File: src/design/cctd_pkg.sv
// Shared constants, codes and control types of the crank and cam trigger decoder.
package cctd_pkg;

  // Zone lookup
  localparam int ZONE_COUNT = 8;
  localparam int ZONE_W     = 3;
  localparam int BYTE_W     = 8;

  // Field widths
  localparam int PERIOD_W = 16;
  localparam int TOOTH_W  = 6;
  localparam int CAM_W    = 8;
  localparam int SEL_W    = 2;

  // Stream widths
  localparam int IN_DATA_W  = 40;
  localparam int IN_USER_W  = 2;
  localparam int OUT_DATA_W = 48;

  // Command codes carried in s_tuser
  localparam logic [1:0] CMD_CRANK    = 2'd0;
  localparam logic [1:0] CMD_CAM      = 2'd1;
  localparam logic [1:0] CMD_THROTTLE = 2'd2;
  localparam logic [1:0] CMD_TABLE    = 2'd3;

  // Configuration port
  localparam int CFG_IDX_W  = 3;
  localparam int CFG_DATA_W = 64;
  localparam logic [CFG_IDX_W-1:0] REG_RPM_BOUNDS  = 3'd0;
  localparam logic [CFG_IDX_W-1:0] REG_LOAD_BOUNDS = 3'd1;
  localparam logic [CFG_IDX_W-1:0] REG_STALL       = 3'd2;
  localparam logic [CFG_IDX_W-1:0] REG_DIVIDEND    = 3'd3;
  localparam logic [CFG_IDX_W-1:0] REG_CAM_GAP     = 3'd4;

  localparam logic [PERIOD_W-1:0] STALL_RESET    = 16'd10000;
  localparam logic [PERIOD_W-1:0] DIVIDEND_RESET = 16'd55556;
  localparam logic [CAM_W-1:0]    CAM_GAP_RESET  = 8'd20;

  // Tooth positions
  localparam logic [TOOTH_W-1:0] TOOTH_BAD_A  = 6'd13;
  localparam logic [TOOTH_W-1:0] TOOTH_BAD_B  = 6'd16;
  localparam logic [TOOTH_W-1:0] TOOTH_BAD_C  = 6'd31;
  localparam logic [TOOTH_W-1:0] TOOTH_WRAP   = 6'd35;
  localparam logic [TOOTH_W-1:0] TOOTH_WIN_A  = 6'd12;
  localparam logic [TOOTH_W-1:0] TOOTH_WIN_B  = 6'd30;
  localparam logic [TOOTH_W-1:0] TOOTH_IGN_A  = 6'd1;
  localparam logic [TOOTH_W-1:0] TOOTH_IGN_B  = 6'd19;
  localparam logic [TOOTH_W-1:0] TOOTH_INJ_A  = 6'd15;
  localparam logic [TOOTH_W-1:0] TOOTH_INJ_B  = 6'd33;

  // Advance table
  localparam int TABLE_DEPTH = 64;
  localparam int TABLE_AW    = 6;

  // Speed divider and one-third scaling (exact for 16-bit values)
  localparam int DIV_STEPS = PERIOD_W;
  localparam int DIV_CNT_W = $clog2(DIV_STEPS);
  localparam int RECIP3_W  = 17;
  localparam logic [RECIP3_W-1:0] RECIP3 = 17'd43691;
  localparam logic [BYTE_W-1:0] HERTZ_MAX = 8'd255;

  // Controller to datapath commands
  typedef struct packed {
    logic load;
    logic update;
    logic zone;
    logic emit;
  } cmd_t;

  // Datapath to controller status
  typedef struct packed {
    logic div_done;
    logic out_free;
  } status_t;

endpackage

File: src/design/cctd_div.sv
// Iterative 16-bit restoring divider, one quotient bit per cycle.
module cctd_div (
  input  logic                           clk,
  input  logic                           rst,
  input  logic                           start,
  input  logic [cctd_pkg::PERIOD_W-1:0]  dividend,
  input  logic [cctd_pkg::PERIOD_W-1:0]  divisor,
  output logic                           done,
  output logic [cctd_pkg::PERIOD_W-1:0]  quotient
);

  logic                           busy;
  logic [cctd_pkg::DIV_CNT_W-1:0] count;
  logic [cctd_pkg::PERIOD_W-1:0]  rem;
  logic [cctd_pkg::PERIOD_W-1:0]  quo;
  logic [cctd_pkg::PERIOD_W-1:0]  dsr;
  logic [cctd_pkg::PERIOD_W+1:0]  diff;
  logic                           fits;

  // Trial subtract of the divisor from the shifted partial remainder
  assign diff = {1'b0, rem, quo[cctd_pkg::PERIOD_W-1]} - {2'b00, dsr};
  assign fits = ~diff[cctd_pkg::PERIOD_W+1];

  // Sequence the steps
  always_ff @(posedge clk) begin
    if (rst) begin
      busy  <= 1'b0;
      done  <= 1'b0;
      count <= '0;
    end else if (start) begin
      busy  <= 1'b1;
      done  <= 1'b0;
      count <= '0;
    end else if (busy) begin
      count <= count + 1'b1;
      if (count == cctd_pkg::DIV_CNT_W'(cctd_pkg::DIV_STEPS - 1)) begin
        busy <= 1'b0;
        done <= 1'b1;
      end
    end
  end

  // Shift in one quotient bit per step
  always_ff @(posedge clk) begin
    if (start) begin
      rem <= '0;
      quo <= dividend;
      dsr <= divisor;
    end else if (busy) begin
      rem <= fits ? diff[cctd_pkg::PERIOD_W-1:0]
                  : {rem[cctd_pkg::PERIOD_W-2:0], quo[cctd_pkg::PERIOD_W-1]};
      quo <= {quo[cctd_pkg::PERIOD_W-2:0], fits};
    end
  end

  assign quotient = quo;

endmodule

File: src/design/cctd_ctrl.sv
// Controller state machine that sequences one event through the datapath.
module cctd_ctrl (
  input  logic              clk,
  input  logic              rst,
  input  logic              s_tvalid,
  output logic              s_tready,
  input  cctd_pkg::status_t sts,
  output cctd_pkg::cmd_t    cmd
);

  localparam logic [2:0] ST_IDLE   = 3'd0;
  localparam logic [2:0] ST_UPDATE = 3'd1;
  localparam logic [2:0] ST_DIVIDE = 3'd2;
  localparam logic [2:0] ST_ZONE   = 3'd3;
  localparam logic [2:0] ST_EMIT   = 3'd4;

  logic [2:0] state;
  logic [2:0] state_next;

  // Take a word only while idle
  assign s_tready = (state == ST_IDLE);

  // Decode commands from the state
  always_comb begin
    cmd        = '0;
    cmd.load   = (state == ST_IDLE) && s_tvalid;
    cmd.update = (state == ST_UPDATE);
    cmd.zone   = (state == ST_ZONE);
    cmd.emit   = (state == ST_EMIT) && sts.out_free;
  end

  // Advance the sequence
  always_comb begin
    state_next = state;
    unique case (state)
      ST_IDLE:   if (s_tvalid) state_next = ST_UPDATE;
      ST_UPDATE: state_next = ST_DIVIDE;
      ST_DIVIDE: if (sts.div_done) state_next = ST_ZONE;
      ST_ZONE:   state_next = ST_EMIT;
      ST_EMIT:   if (sts.out_free) state_next = ST_IDLE;
      default:   state_next = ST_IDLE;
    endcase
  end

  always_ff @(posedge clk) begin
    if (rst) begin
      state <= ST_IDLE;
    end else begin
      state <= state_next;
    end
  end

endmodule

File: src/design/cctd_datapath.sv
// Datapath: event state, speed divider, zone lookup, advance table and output register.
module cctd_datapath (
  input  logic                                clk,
  input  logic                                rst,
  input  cctd_pkg::cmd_t                      cmd,
  output cctd_pkg::status_t                   sts,
  input  logic [cctd_pkg::IN_DATA_W-1:0]      s_tdata,
  input  logic [cctd_pkg::IN_USER_W-1:0]      s_tuser,
  output logic                                m_tvalid,
  input  logic                                m_tready,
  output logic [cctd_pkg::OUT_DATA_W-1:0]     m_tdata,
  input  logic                                cfg_we,
  input  logic [cctd_pkg::CFG_IDX_W-1:0]      cfg_index,
  input  logic [cctd_pkg::CFG_DATA_W-1:0]     cfg_data
);

  // Lowest zone whose bound lies above the value, else keep the previous zone
  function automatic logic [cctd_pkg::ZONE_W-1:0] pick_zone(
    input logic [cctd_pkg::ZONE_COUNT*cctd_pkg::BYTE_W-1:0] bounds,
    input logic [cctd_pkg::BYTE_W-1:0]                      value,
    input logic [cctd_pkg::ZONE_W-1:0]                      prev
  );
    logic [cctd_pkg::ZONE_W-1:0] zone;
    zone = prev;
    for (int i = cctd_pkg::ZONE_COUNT - 1; i >= 0; i--) begin
      if (value < bounds[i*cctd_pkg::BYTE_W +: cctd_pkg::BYTE_W]) begin
        zone = cctd_pkg::ZONE_W'(i);
      end
    end
    return zone;
  endfunction

  // Configuration registers
  logic [cctd_pkg::CFG_DATA_W-1:0] rpm_bounds;
  logic [cctd_pkg::CFG_DATA_W-1:0] load_bounds;
  logic [cctd_pkg::PERIOD_W-1:0]   stall_period;
  logic [cctd_pkg::PERIOD_W-1:0]   speed_dividend;
  logic [cctd_pkg::CAM_W-1:0]      cam_gap_teeth;

  // Captured input word
  logic [1:0]                      item_cmd;
  logic [cctd_pkg::PERIOD_W-1:0]   item_period;
  logic [cctd_pkg::BYTE_W-1:0]     item_throttle;
  logic [cctd_pkg::TABLE_AW-1:0]   item_index;
  logic [cctd_pkg::BYTE_W-1:0]     item_value;

  // Decoder state
  logic [cctd_pkg::TOOTH_W-1:0]    tooth_count;
  logic [cctd_pkg::CAM_W-1:0]      cam_count;
  logic [cctd_pkg::CAM_W-1:0]      teeth_since_cam;
  logic [cctd_pkg::PERIOD_W-1:0]   last_period;
  logic [cctd_pkg::BYTE_W-1:0]     throttle_level;
  logic [cctd_pkg::ZONE_W-1:0]     speed_band;
  logic [cctd_pkg::ZONE_W-1:0]     load_band;
  logic [cctd_pkg::SEL_W-1:0]      ign_select;
  logic [cctd_pkg::SEL_W-1:0]      inj_select;
  logic                            window;
  logic [cctd_pkg::BYTE_W-1:0]     hertz;

  // Advance table memory with per-entry valid bits
  logic [cctd_pkg::BYTE_W-1:0]     adv_mem [cctd_pkg::TABLE_DEPTH];
  logic [cctd_pkg::TABLE_DEPTH-1:0] adv_valid;
  logic [cctd_pkg::BYTE_W-1:0]     rd_data;
  logic                            rd_valid;

  // Crank step logic
  logic                                     gap;
  logic [cctd_pkg::PERIOD_W+cctd_pkg::RECIP3_W-1:0] third_prod;
  logic [cctd_pkg::PERIOD_W-1:0]            period_new;
  logic [cctd_pkg::PERIOD_W-1:0]            divisor_upd;
  logic [cctd_pkg::TOOTH_W-1:0]             tooth_step;
  logic [cctd_pkg::TOOTH_W-1:0]             tooth_fix;
  logic [cctd_pkg::TOOTH_W-1:0]             tooth_new;
  logic                                     win_hit;

  // Zone stage logic
  logic                            div_done;
  logic [cctd_pkg::PERIOD_W-1:0]   quotient;
  logic [cctd_pkg::BYTE_W-1:0]     hertz_calc;
  logic [cctd_pkg::ZONE_W-1:0]     speed_band_next;
  logic [cctd_pkg::ZONE_W-1:0]     load_band_next;
  logic [cctd_pkg::TABLE_AW-1:0]   rd_addr;
  logic [cctd_pkg::SEL_W-1:0]      ign_select_next;
  logic [cctd_pkg::SEL_W-1:0]      inj_select_next;

  // Write configuration registers
  always_ff @(posedge clk) begin
    if (rst) begin
      rpm_bounds     <= '0;
      load_bounds    <= '0;
      stall_period   <= cctd_pkg::STALL_RESET;
      speed_dividend <= cctd_pkg::DIVIDEND_RESET;
      cam_gap_teeth  <= cctd_pkg::CAM_GAP_RESET;
    end else if (cfg_we) begin
      unique case (cfg_index)
        cctd_pkg::REG_RPM_BOUNDS:  rpm_bounds     <= cfg_data;
        cctd_pkg::REG_LOAD_BOUNDS: load_bounds    <= cfg_data;
        cctd_pkg::REG_STALL:       stall_period   <= cfg_data[cctd_pkg::PERIOD_W-1:0];
        cctd_pkg::REG_DIVIDEND:    speed_dividend <= cfg_data[cctd_pkg::PERIOD_W-1:0];
        cctd_pkg::REG_CAM_GAP:     cam_gap_teeth  <= cfg_data[cctd_pkg::CAM_W-1:0];
        default: ;
      endcase
    end
  end

  // Capture the accepted word
  always_ff @(posedge clk) begin
    if (cmd.load) begin
      item_cmd      <= s_tuser;
      item_period   <= s_tdata[15:0];
      item_throttle <= s_tdata[23:16];
      item_index    <= s_tdata[29:24];
      item_value    <= s_tdata[37:30];
    end
  end

  // Gap test, one-third scaling and tooth correction
  assign gap        = {1'b0, item_period} > {last_period, 1'b0};
  assign third_prod = (cctd_pkg::PERIOD_W + cctd_pkg::RECIP3_W)'(item_period)
                    * (cctd_pkg::PERIOD_W + cctd_pkg::RECIP3_W)'(cctd_pkg::RECIP3);
  assign period_new = gap ? third_prod[cctd_pkg::PERIOD_W+cctd_pkg::RECIP3_W-1:cctd_pkg::RECIP3_W]
                          : item_period;
  assign tooth_step = tooth_count + (gap ? 6'd2 : 6'd1);
  assign win_hit    = (tooth_step == cctd_pkg::TOOTH_WIN_A) ||
                      (tooth_step == cctd_pkg::TOOTH_WIN_B);

  always_comb begin
    tooth_fix = tooth_step;
    if ((tooth_step == cctd_pkg::TOOTH_BAD_A) || (tooth_step == cctd_pkg::TOOTH_BAD_B) ||
        (tooth_step == cctd_pkg::TOOTH_BAD_C)) begin
      tooth_fix = tooth_step + 6'd2;
    end
    tooth_new = (tooth_fix >= cctd_pkg::TOOTH_WRAP) ? '0 : tooth_fix;
  end

  assign divisor_upd = (item_cmd == cctd_pkg::CMD_CRANK) ? period_new : last_period;

  // Apply the event to the decoder state
  always_ff @(posedge clk) begin
    if (rst) begin
      tooth_count     <= '0;
      cam_count       <= '0;
      teeth_since_cam <= '0;
      last_period     <= '0;
      throttle_level  <= '0;
      window          <= 1'b0;
    end else if (cmd.update) begin
      window <= (item_cmd == cctd_pkg::CMD_CRANK) && win_hit;
      case (item_cmd)
        cctd_pkg::CMD_CRANK: begin
          tooth_count     <= tooth_new;
          teeth_since_cam <= teeth_since_cam + (gap ? 8'd2 : 8'd1);
          last_period     <= period_new;
        end
        cctd_pkg::CMD_CAM: begin
          cam_count       <= (teeth_since_cam > cam_gap_teeth) ? '0 : cam_count + 1'b1;
          teeth_since_cam <= '0;
        end
        cctd_pkg::CMD_THROTTLE: begin
          throttle_level <= item_throttle;
        end
        default: ;
      endcase
    end
  end

  // Speed divider, started as the new period is stored
  cctd_div u_div (
    .clk      (clk),
    .rst      (rst),
    .start    (cmd.update),
    .dividend (speed_dividend),
    .divisor  (divisor_upd),
    .done     (div_done),
    .quotient (quotient)
  );

  // Saturate speed; stalled wheel reads zero
  always_comb begin
    if (last_period >= stall_period) begin
      hertz_calc = '0;
    end else if (last_period == '0) begin
      hertz_calc = cctd_pkg::HERTZ_MAX;
    end else if (quotient[cctd_pkg::PERIOD_W-1:cctd_pkg::BYTE_W] != '0) begin
      hertz_calc = cctd_pkg::HERTZ_MAX;
    end else begin
      hertz_calc = quotient[cctd_pkg::BYTE_W-1:0];
    end
  end

  assign speed_band_next = pick_zone(rpm_bounds, hertz_calc, speed_band);
  assign load_band_next  = pick_zone(load_bounds, throttle_level, load_band);
  assign rd_addr         = {load_band_next, speed_band_next};

  // Cylinder selects from tooth and cam position
  always_comb begin
    ign_select_next = ign_select;
    inj_select_next = inj_select;
    if (tooth_count == cctd_pkg::TOOTH_IGN_A && cam_count == 8'd2) begin
      ign_select_next = 2'd0;
    end else if (tooth_count == cctd_pkg::TOOTH_IGN_A && cam_count == 8'd0) begin
      ign_select_next = 2'd1;
    end else if (tooth_count == cctd_pkg::TOOTH_IGN_B && cam_count == 8'd2) begin
      ign_select_next = 2'd2;
    end else if (tooth_count == cctd_pkg::TOOTH_IGN_B && cam_count == 8'd1) begin
      ign_select_next = 2'd3;
    end else if (tooth_count == cctd_pkg::TOOTH_INJ_A && cam_count == 8'd2) begin
      inj_select_next = 2'd0;
    end else if (tooth_count == cctd_pkg::TOOTH_INJ_A && cam_count == 8'd0) begin
      inj_select_next = 2'd1;
    end else if (tooth_count == cctd_pkg::TOOTH_INJ_B && cam_count == 8'd2) begin
      inj_select_next = 2'd2;
    end else if (tooth_count == cctd_pkg::TOOTH_INJ_B && cam_count == 8'd1) begin
      inj_select_next = 2'd3;
    end
  end

  // Update zones, speed and selects
  always_ff @(posedge clk) begin
    if (rst) begin
      speed_band <= '0;
      load_band  <= '0;
      ign_select <= '0;
      inj_select <= '0;
      hertz      <= '0;
    end else if (cmd.zone) begin
      speed_band <= speed_band_next;
      load_band  <= load_band_next;
      ign_select <= ign_select_next;
      inj_select <= inj_select_next;
      hertz      <= hertz_calc;
    end
  end

  // Table valid bits: an unwritten entry reads zero
  always_ff @(posedge clk) begin
    if (rst) begin
      adv_valid <= '0;
      rd_valid  <= 1'b0;
    end else begin
      if (cmd.update && item_cmd == cctd_pkg::CMD_TABLE) begin
        adv_valid[item_index] <= 1'b1;
      end
      if (cmd.zone) begin
        rd_valid <= adv_valid[rd_addr];
      end
    end
  end

  // Table memory: one write port, one registered read port
  always_ff @(posedge clk) begin
    if (cmd.update && item_cmd == cctd_pkg::CMD_TABLE) begin
      adv_mem[item_index] <= item_value;
    end
    if (cmd.zone) begin
      rd_data <= adv_mem[rd_addr];
    end
  end

  // Output register
  always_ff @(posedge clk) begin
    if (rst) begin
      m_tvalid <= 1'b0;
    end else if (cmd.emit) begin
      m_tvalid <= 1'b1;
    end else if (m_tready) begin
      m_tvalid <= 1'b0;
    end
  end

  always_ff @(posedge clk) begin
    if (cmd.emit) begin
      m_tdata <= {7'd0, window, inj_select, ign_select,
                  (rd_valid ? rd_data : 8'd0), load_band, speed_band,
                  hertz, cam_count, tooth_count};
    end
  end

  assign sts.div_done = div_done;
  assign sts.out_free = ~m_tvalid | m_tready;

endmodule

File: src/design/crank_cam_trigger_decoder.sv
// An accepted word passes through the update, divide, zone and emit states to its result on m_tvalid.
// Only one word is taken at a time, and the 16-step speed divider sets the pace.
// The output register holds a result while the next word is taken in.
// Reset (rst, synchronous, active high) clears all decoder state and the
// table valid bits, so every advance entry reads zero until written.
module crank_cam_trigger_decoder (
  input  logic                            clk,
  input  logic                            rst,
  input  logic                            s_tvalid,
  output logic                            s_tready,
  // tooth_period[15:0], throttle_sample[23:16], table_index[29:24],
  // table_value[37:30], zero [39:38]
  input  logic [cctd_pkg::IN_DATA_W-1:0]  s_tdata,
  // cmd[1:0]
  input  logic [cctd_pkg::IN_USER_W-1:0]  s_tuser,
  output logic                            m_tvalid,
  input  logic                            m_tready,
  // tooth_number[5:0], cam_number[13:6], speed_hertz[21:14], speed_zone[24:22],
  // load_index[27:25], advance_degrees[35:28], spark_cylinder[37:36],
  // fuel_cylinder[39:38], spark_window_start[40], zero [47:41]
  output logic [cctd_pkg::OUT_DATA_W-1:0] m_tdata,
  input  logic                            cfg_we,
  input  logic [cctd_pkg::CFG_IDX_W-1:0]  cfg_index,
  input  logic [cctd_pkg::CFG_DATA_W-1:0] cfg_data
);

  cctd_pkg::cmd_t    cmd;
  cctd_pkg::status_t sts;

  // Sequencer
  cctd_ctrl u_ctrl (
    .clk      (clk),
    .rst      (rst),
    .s_tvalid (s_tvalid),
    .s_tready (s_tready),
    .sts      (sts),
    .cmd      (cmd)
  );

  // Datapath
  cctd_datapath u_datapath (
    .clk       (clk),
    .rst       (rst),
    .cmd       (cmd),
    .sts       (sts),
    .s_tdata   (s_tdata),
    .s_tuser   (s_tuser),
    .m_tvalid  (m_tvalid),
    .m_tready  (m_tready),
    .m_tdata   (m_tdata),
    .cfg_we    (cfg_we),
    .cfg_index (cfg_index),
    .cfg_data  (cfg_data)
  );

endmodule

File: config.mk
export PLATFORM = sky130hd
export DESIGN_NAME = crank_cam_trigger_decoder
export DESIGN_NICKNAME = d
export VERILOG_FILES = /design/src/design/cctd_pkg.sv /design/src/design/cctd_div.sv /design/src/design/cctd_ctrl.sv /design/src/design/cctd_datapath.sv /design/src/design/crank_cam_trigger_decoder.sv
export SDC_FILE = /design/constraint.sdc
export NUM_CORES = 2
export LEC_CHECK = 0
export ABC_AREA = 1
export BUFFER_PORTS_ARGS = -buffer_cell sky130_fd_sc_hd__buf_2
export CORE_ASPECT_RATIO = 1.5
export CORE_MARGIN = 2
export CORE_UTILIZATION = 49
export CTS_BUF_LIST = sky130_fd_sc_hd__clkbuf_16
export CTS_CLUSTER_DIAMETER = 100
export DETAILED_ROUTE_END_ITERATION = 8
export MAX_ROUTING_LAYER = met4
export PLACE_DENSITY = 0.68
export SYNTH_ARGS = -nofsm -noshare
export SYNTH_HDL_FRONTEND = slang
export SYNTH_HIERARCHICAL = 1
export SYNTH_SLANG_ARGS = --single-unit
File: constraint.sdc
create_clock -name clk -period 5.2 [get_ports clk]
set_input_delay 0.26 -clock clk [delete_from_list [all_inputs] [get_ports clk]]
set_output_delay 0.26 -clock clk [all_outputs]
set_load 0.005 [all_outputs]
==> results.json <==
{
  "status": "finished, violations left",
  "violations": "negative setup slack",
  "synth_top_family_by_area": "compound AO/OA/AOI/OAI gates",
  "route.detailed.drc": 0,
  "mostFrequentLayoutCells": "edfxtp_1 (633), inv_1 (544), nor2_1 (473)",
  "fin_tns_setup_ps": -2730,
  "finalClockSkew_ps": 49.5,
  "clk_latency_ps": 710,
  "slew_headroom": 0.245,
  "wire_per_inst_um": 20.5,
  "clock.fmax_mhz": 185,
  "cts_buffers": 90,
  "min_period_ps": 5410,
  "ant_nets": 0,
  "place.gp.congestion": 0.928,
  "cts_max_path_buffers": 3,
  "ys_seq_area_frac": 0.543,
  "synthArstFlopShare": 0,
  "drt_wl_total_mm": 129,
  "hpwlAfterDp_mm": 86.2,
  "crit_fanout": 3,
  "synth_cell_type_count": 60,
  "ios": 164,
  "dr_wl_met3_mm": 6.37,
  "setup_violations": 21,
  "worst_path_max_delay_cell": "fa_1",
  "root_buffer": "clkbuf_16",
  "switching_share": 0.438,
  "syn2layout_area_growth_pct": 16.0,
  "core.rowCount": 139,
  "met2_length_mm": 66.6,
  "internal-power_mw": 20.4,
  "cp-start-kind": "register",
  "synth_top_flop_cell": "edfxtp_1",
  "fin_cells": 6275,
  "pwr-share-seq": 0.242,
  "antenna_found_initial": 0,
  "hold_violations": 0,
  "critical_path_class": "reg2reg",
  "highest_layer": "met4",
  "grt-ovfl-total": 0,
  "synth_area_um2": 46900,
  "synth-compound-area-share": 0.136,
  "synthMuxAreaShare": 0,
  "placed_cells": 5980,
  "p_leak_nw": 21.2,
  "max_cap_viol_count": 0,
  "synth-edff-count": 633,
  "cp.required_ps": 5790,
  "synthSimpleGateAreaFrac": 0.130,
  "grt_pass1_wl_mm": 196,
  "cts_tree": "built",
  "htreeDepth": 3,
  "nets": 5430,
  "placed_area_um2": 49800,
  "drive_above_1_share": 0.140,
  "cp_num_buf_inv": 7,
  "synthXorXnorAreaFrac": 0.00466,
  "endpoint_kind": "register",
  "yosysWarnings": 6,
  "rsz0062_at_grt": "true",
  "report.final.slew_viol_count": 0,
  "synth_seq_cells": 957,
  "synth_fa_ha_area_frac": 0.117,
  "die_w_um": 257,
  "cpPeakStageDelay_ps": 640,
  "first_pass_iters": 6,
  "setup_slack_ps": -208,
  "p_per_area_nw_per_um2": 667,
  "antenna_cells": 0,
  "wl_met1_mm": 47.9,
  "grt_pass1_vias": 34300,
  "worstMarginPinSlew_ps": 1130,
  "via_per_inst": 5.53,
  "start_util": 0.493,
  "cts.clk_slew.worst_paths_ps": 70,
  "fin_crit_sh": 1.04,
  "grt_max_degree": 87,
  "synth_cells": 4595,
  "die_area_um2": 98300,
  "path_delay_family": "adder cells",
  "hold_path.class": "in2reg",
  "fin_area_um2": 54500,
  "dieHeight_um": 383,
  "num_vias": 34700,
  "portBuffers": 154,
  "grt_use_total": 0.266,
  "cp_data_arrival_time_ps": 6000,
  "p_clk_frac": 0.181,
  "syn_avg_cell_area_um2": 10.2,
  "switchingPower_mw": 15.9,
  "ir_drop_uv": 931,
  "dr.first_iter.drc_count": 2912,
  "combPwrFrac": 0.576,
  "cts_num_sinks": 957,
  "core_area_um2": 95300,
  "final_common_cell": "edfxtp_1"
}
==> final cells by class <==
cell class | instances | area (µm²)
fill | 8108 | 40800
clock buffer | 90 | 2250
timing repair buffer | 449 | 3540
multi-input combinational | 2863 | 18800
tap | 1269 | 1590
inverter | 567 | 2140
sequential | 957 | 25500
clock inverter | 80 | 691
==> flip-flops by register name, summed over array words and instances, names as in the netlist, 16 cells and up <==
name and cells:
u_datapath/adv_mem 512, u_datapath/m_tdata 41, u_datapath/u_div/dsr 16, u_datapath/item_period 16
u_datapath/u_div/rem 16, u_datapath/u_div/quotient 16, u_datapath/last_period 16, u_datapath/adv_valid 64
u_datapath/speed_dividend 16, u_datapath/load_bounds 64, u_datapath/stall_period 16, u_datapath/rpm_bounds 64
==> synth_stat cells (6+ instances only) <==
master	n	area, µm²
inv_2	20	75.1
buf_4	25	188
inv_1	540	2030
fa_1	85	1700
nand2_1	450	1690
o221ai_1	7	61.3
clkbuf_1	110	413
o211ai_1	277	2080
buf_2	53	265
edfxtp_1	633	19000
ha_1	303	3790
a21oi_1	297	1490
a221oi_1	6	52.6
clkinv_1	6	22.5
nor3_1	27	135
a21o_1	13	97.6
buf_6	18	203
or2_2	57	357
o21ai_1	11	55.1
nand3_1	220	1100
nand3b_1	12	90.1
nand4_1	36	225
xor2_1	18	158
or2_1	12	75.1
a211oi_1	8	60.1
o211ai_2	15	188
o21ai_0	389	1950
nand3_2	10	100
o21a_1	16	120
a31oi_1	7	43.8
xnor2_1	7	61.3
nand2_2	8	50.1
or2_0	51	319
dfxtp_1	324	6490
nor2_1	476	1790
==> cell families (layout without fill, tap and decap cells) <==
logic type / after synthesis / after routing
flops: 957 / 957
buf+inv: 781 / 1186
other cells: 1 / 7
compound gates: 1065 / 1065
simple gates: 1378 / 1378
xor+xnor: 25 / 25
fa+ha+maj: 388 / 388
==> routing by layer <==
| layer | track usage | vias to the layer above |
|---|---|---|
| met1 | 0.293 | 16700 |
| met4 | 0.153 | 0 |
| met2 | 0.470 | 1119 |
| li1 | - | 16600 |
| met5 | - | - |
| met3 | 0.0280 | 379 |
==> path summary, 6_finish.rpt <==
kind | startpoint | to | slack [ps] | depth (start not counted)
max | u_datapath/item_period[7] | u_datapath/last_period[14] | -210 | 27
min | rst | u_ctrl/state[0] | 60 | 2
max reg2reg | u_datapath/item_period[7] | u_datapath/last_period[14] | -210 | 27
min reg2reg | u_datapath/hertz[1] | u_datapath/m_tdata[15] | 430 | 0
==> timing repair <==
| action | in CTS | in global routing |
|---|---|---|
| pin swaps | 55 | 28 |
| hold buffers | 106 | 0 |
| cloned | 0 | 0 |
| endpoints found under the setup margin | 27 | 43 |
| hold endpoints to repair | 189 | 0 |
| setup buffers | 14 | 5 |
| gates resized for setup | 57 | 62 |
==> metrics by stage <==
stage	worst slack, ps	util	power, mW	hold WS (ps)
finish	-208	0.571	36.3	59.8
global placement	-348	0.523	27.7	410
CTS	-226	0.569	35.4	29.3
detailed placement	-439	0.523	27.9	419
global route	-429	0.571	38.7	84.2
floorplan	0.969	-	21.4	329
==> power by group through the flow <==
stage | clock, mW | combinational, mW | sequential [mW]
global route | 6.97 | 22.9 | 8.82
global placement | 0 | 18.7 | 8.95
floorplan | 0 | 12.4 | 8.96
CTS | 6.69 | 20.0 | 8.80
finish | 6.59 | 20.9 | 8.80
detailed placement | 0 | 18.9 | 8.96
==> worst register-to-register path, delay by kind of cell (launching register included) <==
kind / cells / cell delay [ps]
adder cells (fa/ha/maj): 7 / 2860
AO/OA/AOI/OAI: 9 / 1090
buffers and inverters: 7 / 620
flip-flops: 1 / 460
AND/OR/NAND/NOR: 4 / 270
(Power assumes the default switching activity.)
